**src/sv/imk_pkg.sv**
```systemverilog
// Shared types and constants for the iambic Morse keyer.
`timescale 1ns / 1ps
`default_nettype none
package imk_pkg;

  localparam int TIME_W  = 32;
  localparam int WPM_W   = 11;
  localparam int UNIT_W  = 11;
  localparam int MODE_W  = 2;
  localparam int CFG_IDX_W  = 1;
  localparam int CFG_DATA_W = 11;

  // Dit length at one word per minute, in ms
  localparam logic [UNIT_W-1:0] UNITS_PER_MINUTE = 11'd1200;
  localparam int DIV_STEPS = UNIT_W;
  localparam int DIV_CNT_W = $clog2(DIV_STEPS + 1);

  localparam logic [MODE_W-1:0] MODE_STRAIGHT = 2'd0;
  localparam logic [MODE_W-1:0] MODE_IAMBIC_A = 2'd1;
  localparam logic [MODE_W-1:0] MODE_IAMBIC_B = 2'd2;
  localparam logic [MODE_W-1:0] MODE_RESET    = MODE_IAMBIC_B;

  localparam logic [CFG_IDX_W-1:0] CFG_KEYER_MODE = 1'd0;
  localparam logic [CFG_IDX_W-1:0] CFG_WPM        = 1'd1;

  localparam logic [UNIT_W-1:0] UNIT_RESET = 11'd60;

  typedef enum logic [1:0] {
    PH_IDLE = 2'd0,
    PH_DIT  = 2'd1,
    PH_DAH  = 2'd2,
    PH_GAP  = 2'd3
  } phase_t;

endpackage
`default_nettype wire

```
**src/sv/imk_in_if.sv**
```systemverilog
// Paddle sample channel: valid/ready with dit, dah and timestamp.
`timescale 1ns / 1ps
`default_nettype none
interface imk_in_if;
  logic                        valid;
  logic                        ready;
  logic                        dit_paddle;
  logic                        dah_paddle;
  logic [imk_pkg::TIME_W-1:0]  time_ms;

  modport source (output valid, dit_paddle, dah_paddle, time_ms, input ready);
  modport sink   (input valid, dit_paddle, dah_paddle, time_ms, output ready);
endinterface

// Key output channel: valid/ready with the key-down bit.
interface imk_out_if;
  logic valid;
  logic ready;
  logic key_down;

  modport source (output valid, key_down, input ready);
  modport sink   (input valid, key_down, output ready);
endinterface
`default_nettype wire

```
**src/sv/iambic_morse_keyer_unit.sv**
```systemverilog
// Top level of the iambic Morse keyer: paddle sampling, element timing, speed divider.
`timescale 1ns / 1ps
`default_nettype none
// Each sample transfer registers its key_down result in the output register.
// One sample per cycle while out_ch is ready; the output refills in the cycle it is taken.
// A words_per_minute write starts the restoring divider (one quotient bit a cycle);
// in_ch.ready stays low until the new unit length is in place.
// Reset (rst_n low, synchronous): iambic mode B, idle, 20 wpm (unit 60 ms), output empty.
module iambic_morse_keyer_unit (
  input  wire                              clk,
  input  wire                              rst_n,
  imk_in_if.sink                           in_ch,
  imk_out_if.source                        out_ch,
  input  wire                              cfg_wr_en,
  input  wire [imk_pkg::CFG_IDX_W-1:0]     cfg_index,
  input  wire [imk_pkg::CFG_DATA_W-1:0]    cfg_data
);
  import imk_pkg::*;

  // Configuration and run state
  logic [MODE_W-1:0] mode_r;
  phase_t            phase_r, phase_nxt;
  logic [TIME_W-1:0] elem_end_r, elem_end_nxt;
  logic [TIME_W-1:0] gap_end_r, gap_end_nxt;
  logic              latched_r, latched_nxt;
  logic              extra_r, extra_nxt;
  logic              last_dit_r, last_dit_nxt;
  logic [UNIT_W-1:0] unit_r;

  // Speed divider
  logic                 div_busy_r;
  logic [DIV_CNT_W-1:0] div_cnt_r;
  logic [WPM_W-1:0]     div_den_r;
  logic [UNIT_W-1:0]    div_quo_r;
  logic [WPM_W-1:0]     div_rem_r;
  logic [WPM_W:0]       div_shift;
  logic                 div_ge;
  logic [WPM_W-1:0]     div_rem_nxt;
  logic [WPM_W-1:0]     wpm_eff;

  // Output register
  logic out_valid_r;
  logic key_down_r;
  logic key_nxt;

  logic in_xfer;
  logic mode_wr;
  logic wpm_wr;

  // Per-sample helpers
  logic              opposite;
  logic              same;
  logic              elem_done;
  logic              gap_done;
  logic              begin_el;
  logic              begin_dit;
  logic [UNIT_W+1:0] dah_len;
  logic [UNIT_W+1:0] elem_len;

  // Accept a sample when the output slot is free or drains this cycle,
  // and no speed change is still being worked out.
  assign in_ch.ready  = !div_busy_r && (!out_valid_r || out_ch.ready);
  assign in_xfer      = in_ch.valid && in_ch.ready;
  assign out_ch.valid = out_valid_r;
  assign out_ch.key_down = key_down_r;

  assign mode_wr = cfg_wr_en && (cfg_index == CFG_KEYER_MODE);
  assign wpm_wr  = cfg_wr_en && (cfg_index == CFG_WPM);

  // Zero speed counts as one word per minute
  assign wpm_eff = (cfg_data[WPM_W-1:0] == '0) ? WPM_W'(1) : cfg_data[WPM_W-1:0];

  // One restoring step: shift in the next dividend bit, subtract when it fits
  assign div_shift   = {div_rem_r, div_quo_r[UNIT_W-1]};
  assign div_ge      = div_shift >= {1'b0, div_den_r};
  assign div_rem_nxt = div_ge ? WPM_W'(div_shift - {1'b0, div_den_r})
                              : div_shift[WPM_W-1:0];

  always_ff @(posedge clk) begin
    if (!rst_n) begin
      div_busy_r <= 1'b0;
      div_cnt_r  <= '0;
      unit_r     <= UNIT_RESET;
    end else if (wpm_wr) begin
      // Restart the divider; a fresh write overrides one in flight
      div_busy_r <= 1'b1;
      div_cnt_r  <= DIV_CNT_W'(DIV_STEPS);
      div_den_r  <= wpm_eff;
      div_quo_r  <= UNITS_PER_MINUTE;
      div_rem_r  <= '0;
    end else if (div_busy_r) begin
      div_rem_r <= div_rem_nxt;
      div_quo_r <= {div_quo_r[UNIT_W-2:0], div_ge};
      div_cnt_r <= div_cnt_r - DIV_CNT_W'(1);
      if (div_cnt_r == DIV_CNT_W'(1)) begin
        div_busy_r <= 1'b0;
        // Last quotient bit lands here; clamp a zero unit to one ms
        if ({div_quo_r[UNIT_W-2:0], div_ge} == '0) begin
          unit_r <= UNIT_W'(1);
        end else begin
          unit_r <= {div_quo_r[UNIT_W-2:0], div_ge};
        end
      end
    end
  end

  // Element lengths: a dit is one unit, a dah three
  assign dah_len  = {2'b00, unit_r} + {1'b0, unit_r, 1'b0};
  assign opposite = last_dit_r ? in_ch.dah_paddle : in_ch.dit_paddle;
  assign same     = last_dit_r ? in_ch.dit_paddle : in_ch.dah_paddle;
  assign elem_done = in_ch.time_ms >= elem_end_r;
  assign gap_done  = in_ch.time_ms >= gap_end_r;
  assign elem_len  = begin_dit ? {2'b00, unit_r} : dah_len;

  // Next-state logic for one iambic sample
  always_comb begin
    phase_nxt    = phase_r;
    elem_end_nxt = elem_end_r;
    gap_end_nxt  = gap_end_r;
    latched_nxt  = latched_r;
    extra_nxt    = extra_r;
    last_dit_nxt = last_dit_r;
    begin_el     = 1'b0;
    begin_dit    = 1'b0;
    unique case (phase_r)
      PH_IDLE: begin
        // Dit wins when both paddles are closed
        if (in_ch.dit_paddle) begin
          begin_el  = 1'b1;
          begin_dit = 1'b1;
        end else if (in_ch.dah_paddle) begin
          begin_el  = 1'b1;
          begin_dit = 1'b0;
        end
      end
      PH_DIT, PH_DAH: begin
        if (opposite) begin
          latched_nxt = 1'b1;
        end
        if (elem_done) begin
          phase_nxt   = PH_GAP;
          gap_end_nxt = in_ch.time_ms + TIME_W'(unit_r);
        end
      end
      PH_GAP: begin
        if (opposite) begin
          latched_nxt = 1'b1;
        end
        if (gap_done) begin
          if (opposite) begin
            begin_el  = 1'b1;
            begin_dit = !last_dit_r;
            extra_nxt = 1'b0;
          end else if (same) begin
            begin_el  = 1'b1;
            begin_dit = last_dit_r;
            extra_nxt = 1'b0;
          end else if (mode_r == MODE_IAMBIC_B && latched_r && !extra_r) begin
            // Mode B memory: send the remembered opposite element once
            begin_el  = 1'b1;
            begin_dit = !last_dit_r;
            extra_nxt = 1'b1;
          end else begin
            phase_nxt = PH_IDLE;
            extra_nxt = 1'b0;
          end
        end
      end
      default: begin
        phase_nxt = PH_IDLE;
      end
    endcase
    if (begin_el) begin
      last_dit_nxt = begin_dit;
      phase_nxt    = begin_dit ? PH_DIT : PH_DAH;
      elem_end_nxt = in_ch.time_ms + TIME_W'(elem_len);
      latched_nxt  = 1'b0;
    end
  end

  // Output logic: straight mode passes the dit contact, else key while sending
  always_comb begin
    if (mode_r == MODE_STRAIGHT) begin
      key_nxt = in_ch.dit_paddle;
    end else begin
      key_nxt = (phase_nxt == PH_DIT) || (phase_nxt == PH_DAH);
    end
  end

  always_ff @(posedge clk) begin
    if (!rst_n) begin
      mode_r      <= MODE_RESET;
      phase_r     <= PH_IDLE;
      elem_end_r  <= '0;
      gap_end_r   <= '0;
      latched_r   <= 1'b0;
      extra_r     <= 1'b0;
      last_dit_r  <= 1'b0;
      out_valid_r <= 1'b0;
    end else begin
      if (mode_wr) begin
        // Mode change drops any element in progress
        mode_r     <= cfg_data[MODE_W-1:0];
        phase_r    <= PH_IDLE;
        elem_end_r <= '0;
        gap_end_r  <= '0;
        latched_r  <= 1'b0;
        extra_r    <= 1'b0;
        last_dit_r <= 1'b0;
      end else if (in_xfer && mode_r != MODE_STRAIGHT) begin
        phase_r    <= phase_nxt;
        elem_end_r <= elem_end_nxt;
        gap_end_r  <= gap_end_nxt;
        latched_r  <= latched_nxt;
        extra_r    <= extra_nxt;
        last_dit_r <= last_dit_nxt;
      end
      // Hold the result until taken; refill on each input transfer
      if (in_xfer) begin
        out_valid_r <= 1'b1;
      end else if (out_ch.ready) begin
        out_valid_r <= 1'b0;
      end
    end
  end

  always_ff @(posedge clk) begin
    if (in_xfer) begin
      key_down_r <= key_nxt;
    end
  end

endmodule
`default_nettype wire

```
**src/flat_wrapper.sv**
```systemverilog
// flat-port wrapper written by rule: the top's interface ports become plain ports
module iambic_morse_keyer_unit_flat import imk_pkg::*;
  (clk, rst_n, cfg_wr_en, cfg_index, cfg_data, in_ch_valid, in_ch_dit_paddle, in_ch_dah_paddle, in_ch_time_ms, in_ch_ready, out_ch_valid, out_ch_key_down, out_ch_ready);
  imk_in_if in_ch_i ();
  imk_out_if out_ch_i ();
  input  wire clk;
  input  wire rst_n;
  input  wire cfg_wr_en;
  input  wire [imk_pkg::CFG_IDX_W-1:0] cfg_index;
  input  wire [imk_pkg::CFG_DATA_W-1:0] cfg_data;
  input wire logic [$bits(in_ch_i.valid)-1:0] in_ch_valid;
  input wire logic [$bits(in_ch_i.dit_paddle)-1:0] in_ch_dit_paddle;
  input wire logic [$bits(in_ch_i.dah_paddle)-1:0] in_ch_dah_paddle;
  input wire logic [$bits(in_ch_i.time_ms)-1:0] in_ch_time_ms;
  output wire logic [$bits(in_ch_i.ready)-1:0] in_ch_ready;
  output wire logic [$bits(out_ch_i.valid)-1:0] out_ch_valid;
  output wire logic [$bits(out_ch_i.key_down)-1:0] out_ch_key_down;
  input wire logic [$bits(out_ch_i.ready)-1:0] out_ch_ready;
  assign in_ch_i.valid = in_ch_valid;
  assign in_ch_i.dit_paddle = in_ch_dit_paddle;
  assign in_ch_i.dah_paddle = in_ch_dah_paddle;
  assign in_ch_i.time_ms = in_ch_time_ms;
  assign in_ch_ready = in_ch_i.ready;
  assign out_ch_valid = out_ch_i.valid;
  assign out_ch_key_down = out_ch_i.key_down;
  assign out_ch_i.ready = out_ch_ready;
  iambic_morse_keyer_unit u_core (.clk(clk), .rst_n(rst_n), .in_ch(in_ch_i), .out_ch(out_ch_i), .cfg_wr_en(cfg_wr_en), .cfg_index(cfg_index), .cfg_data(cfg_data));
endmodule
```
**config.mk**
```make
export PLATFORM = sky130hd
export DESIGN_NAME = iambic_morse_keyer_unit_flat
export DESIGN_NICKNAME = d
export VERILOG_FILES = /design/src/sv/imk_pkg.sv /design/src/sv/imk_in_if.sv /design/src/sv/iambic_morse_keyer_unit.sv /design/src/flat_wrapper.sv
export SDC_FILE = /design/constraint.sdc
export NUM_CORES = 1
export LEC_CHECK = 0
export ABC_AREA = 1
export BUFFER_PORTS_ARGS = -buffer_cell sky130_fd_sc_hd__clkbuf_2
export CORE_ASPECT_RATIO = 1.75
export CORE_MARGIN = 2
export CORE_UTILIZATION = 41
export DETAILED_ROUTE_END_ITERATION = 8
export GPL_ROUTABILITY_DRIVEN = 1
export PLACE_DENSITY = 0.58
export SLEW_MARGIN = 10
export SYNTH_ARGS = -nofsm -noshare
export SYNTH_HDL_FRONTEND = slang
export SYNTH_SLANG_ARGS = --single-unit
```
**constraint.sdc**
```tcl
create_clock -name clk -period 3.55 [get_ports clk]
set_clock_uncertainty 0.05 [all_clocks]
set_input_delay 0.1775 -clock clk [delete_from_list [all_inputs] [get_ports clk]]
set_output_delay 0.1775 -clock clk [all_outputs]
set_load 0.02 [all_outputs]
```
==> run_results.csv <==
group,metric,value,unit
power_and_ir_drop,ir_drop,0.266,mV
sta,fin_crit_sh,106,%
logic_synthesis,ys_top_cells_by_count,"214 x nand2_1, 175 x inv_1, 149 x a21oi_1",
run_status,failed_checks,"setup timing",
sta,max_freq,266,MHz
logic_synthesis,synth.top_cell.area_share,19.3,%
floorplan,die_w,117,um
sta,layout_min_cycle_time,3.76,ns
floorplan,core-area,0.0220,mm2
clock_network,cts_buffers,17,
setup_path,required,3.82,ns
global_routing,track_usage,22.8,%
layout,instances_no_fill,1710,
job,max-cap-violations,0,
layout,final_util,54.1,%
power_and_ir_drop,power_density,401,mW/mm2
clock_network,clock_path_buffers,2,
drt,wl_per_cell,15.4,um
logic_synthesis,synth_top_area_cell,"dfxtp_1",
sta,rsz0062_at_grt,"yes",
global_routing,overflow,0,
drt,route.detailed.drc,0,
sta,hold_viol,0,
clock_network,clock-sinks,122,
floorplan,pin_count,54,
drt,antenna_left,0,
sta,fin_hold_ws,0.0502,ns
floorplan,fp-row-count,72,
power_and_ir_drop,leakage,5.28,nW
logic_synthesis,synth_edf_count,34,
layout,design_area,0.0119,mm2
global_routing,grt_antenna_before_repair,0,
clock_network,htree_levels,4,
clock_network,root_buffer,"clkbuf_16",
logic_synthesis,syn_area_per_cell,7.40,um2
logic_synthesis,synth.most_common_cell,"nand2_1",
logic_synthesis,ys.flop_type,"dfxtp_1",
layout,area_delta_synth_final,30.0,%
floorplan,start_util,41.6,%
place,gp_congestion,0.910,
setup_path,cpMostUsedCell,"nand2_4",
place,placedCellCount,1647,
logic_synthesis,seq_area_frac_synth,30.4,%
place,place_area,0.0104,mm2
drt,wl,26300,um
global_routing,grt_pass1_vias,8563,
layout,num_antenna_cells,0,
hold_path,hold_path_class,"input pin to flip-flop",
sta,finalSetupViolations,23,
logic_synthesis,ys_warn_count,0,
floorplan,die_h,202,um
setup_path,critPathMaxFanout,7,
setup_path,slowest_delay,0.31,ns
setup_path,crit_type,"flip-flop to flip-flop",
logic_synthesis,synthArstFlopShare,0,%
setup_path,worst-r2r-setup-slack,-0.21,ns
place,dp.final_hpwl,20000,um
place,port_buffers,53,
drt,first_pass_iters,4,
layout,fillCellCount,2157,
logic_synthesis,synthCells,1236,
sta,relSlewSlack,28.8,%
clock_network,clk_latency,0.45,ns
layout,final_nets,1570,
drt,viasPerCell,5.12,
clock_network,cts_tree,"built",
setup_path,critical_path_arrival,4.03,ns
sta,tightest_slew,1.06,ns
sta,slew_viol_final,0,
global_routing,grt_pass1_wl,41300,um
drt,via_count,8747,
setup_path,crit_path_top_delay_cell,"dfxtp_1",
drt,first_iter_violations,345,
logic_synthesis,syn_area,0.00914,mm2
logic_synthesis,yosys-top-cells-area,"dfxtp_1 19%, ha_1 16%, edfxtp_1 11%",
global_routing,grt_max_degree,39,
logic_synthesis,synthDistinctLibCells,49,
setup_path,end_kind,"flip-flop",
sta,setup_ws,-0.210,ns
place,post-place-ws,-0.493,ns
run_status,outcome,"complete, but fails checks",
logic_synthesis,ys_seq_elements,122,
logic_synthesis,syn_nets,1405,
clock_network,clk_pin_slew,0.05,ns
floorplan,dieArea,0.0236,mm2
layout,layout-drive-gt1-share,24.8,%
setup_path,start_kind,"flip-flop",
==> timing repair <==
action / 4_1_cts / 5_1_grt
hold endpoints to repair: 14 / 0
gates cloned: 0 / 0
buffers inserted: 7 / 12
gates resized for setup: 57 / 113
pin swaps: 22 / 52
endpoints found under the setup margin: 25 / 28
hold buffers: 12 / 0
==> critical path, delay by kind of cell, from the launching register on <==
kind	cells	cell delay [ns]
and+or+nand+nor	15	1.31
buffers and inverters	8	0.82
adders and majority gates	2	0.57
AOI/OAI and AO/OA	4	0.38
DFF	1	0.31
xor gates and xnor gates	1	0.19
==> registers in the layout (all words and copies together), names as in the netlist, 2 cells and up <==
| register | flops |
|---|---|
| u_core.div_cnt_r | 4 |
| u_core.gap_end_r | 32 |
| u_core.div_den_r | 11 |
| u_core.div_quo_r | 11 |
| u_core.mode_r | 2 |
| u_core.elem_end_r | 32 |
| u_core.unit_r | 11 |
| u_core.div_rem_r | 11 |
| u_core.phase_r | 2 |
==> stage by stage <==
step	power, mW	setup TNS (ns)
floorplan	2.30	0
global placement	2.67	-7.04
detailed placement	2.69	-7.63
CTS	4.64	-2.56
global route	5.02	-8.99
finish	4.77	-2.62
==> cells by family after synthesis <==
logic type	share of synthesized area, %
fa+ha+maj	16.5
buf+inv	9.58
simple gates	18.8
flops	30.4
compound gates	18.7
xor+xnor	6.03
==> final cells by class <==
type / count / area (um2) / area share (%)
tap: 296 / 370 / 3.12
clock inverter: 11 / 175 / 1.47
clock buffer: 21 / 440 / 3.70
timing repair buffer: 186 / 1340 / 11.3
inverter: 180 / 683 / 5.75
sequential: 122 / 2790 / 23.4
multi-input combinational: 894 / 6090 / 51.2
==> power by group <==
group / switching (mW) / leakage (nW) / internal, mW
combinational: 0.753 / 3.95 / 0.589
clock: 0.637 / 0.299 / 1.23
sequential: 0.0392 / 1.03 / 1.52
==> metal layers <==
layer	part of all wire [%]	vias up	global-route usage, %
li1	-	4453	-
met1	38	4039	23.4
met2	53	168	40.9
met3	2.6	87	3.64
met4	6.8	0	15.6
met5	0	-	0
==> final timing paths <==
path,cells past startpoint,start,endpoint
max reg2reg,30,u_core.gap_end_r[15],u_core.elem_end_r[31]
max,30,u_core.gap_end_r[15],u_core.elem_end_r[31]
min,4,out_ch_ready,u_core.out_ch.valid
min reg2reg,2,u_core.elem_end_r[2],u_core.elem_end_r[2]
==> layout by cell type, fill, tap and decap left out, types with 10 or more instances in the layout <==
cell           count
nand2_1          187
inv_2             13
o21ai_0           57
nor2_2            10
o21ai_2           13
a21oi_1          134
nand3_1           24
ha_4              12
clkbuf_16         17
inv_1            165
buf_4            111
nor3_1            15
clkbuf_2          53
edfxtp_1          34
a21oi_2           20
xnor2_1           18
nand2_4           13
o21ai_1           36
ha_1             101
dlygate4sd3_1     12
nand2_2           22
nand4_1           16
nor2_1            83
dfxtp_1           85
xor2_1            42
(Power assumes the default switching activity.)
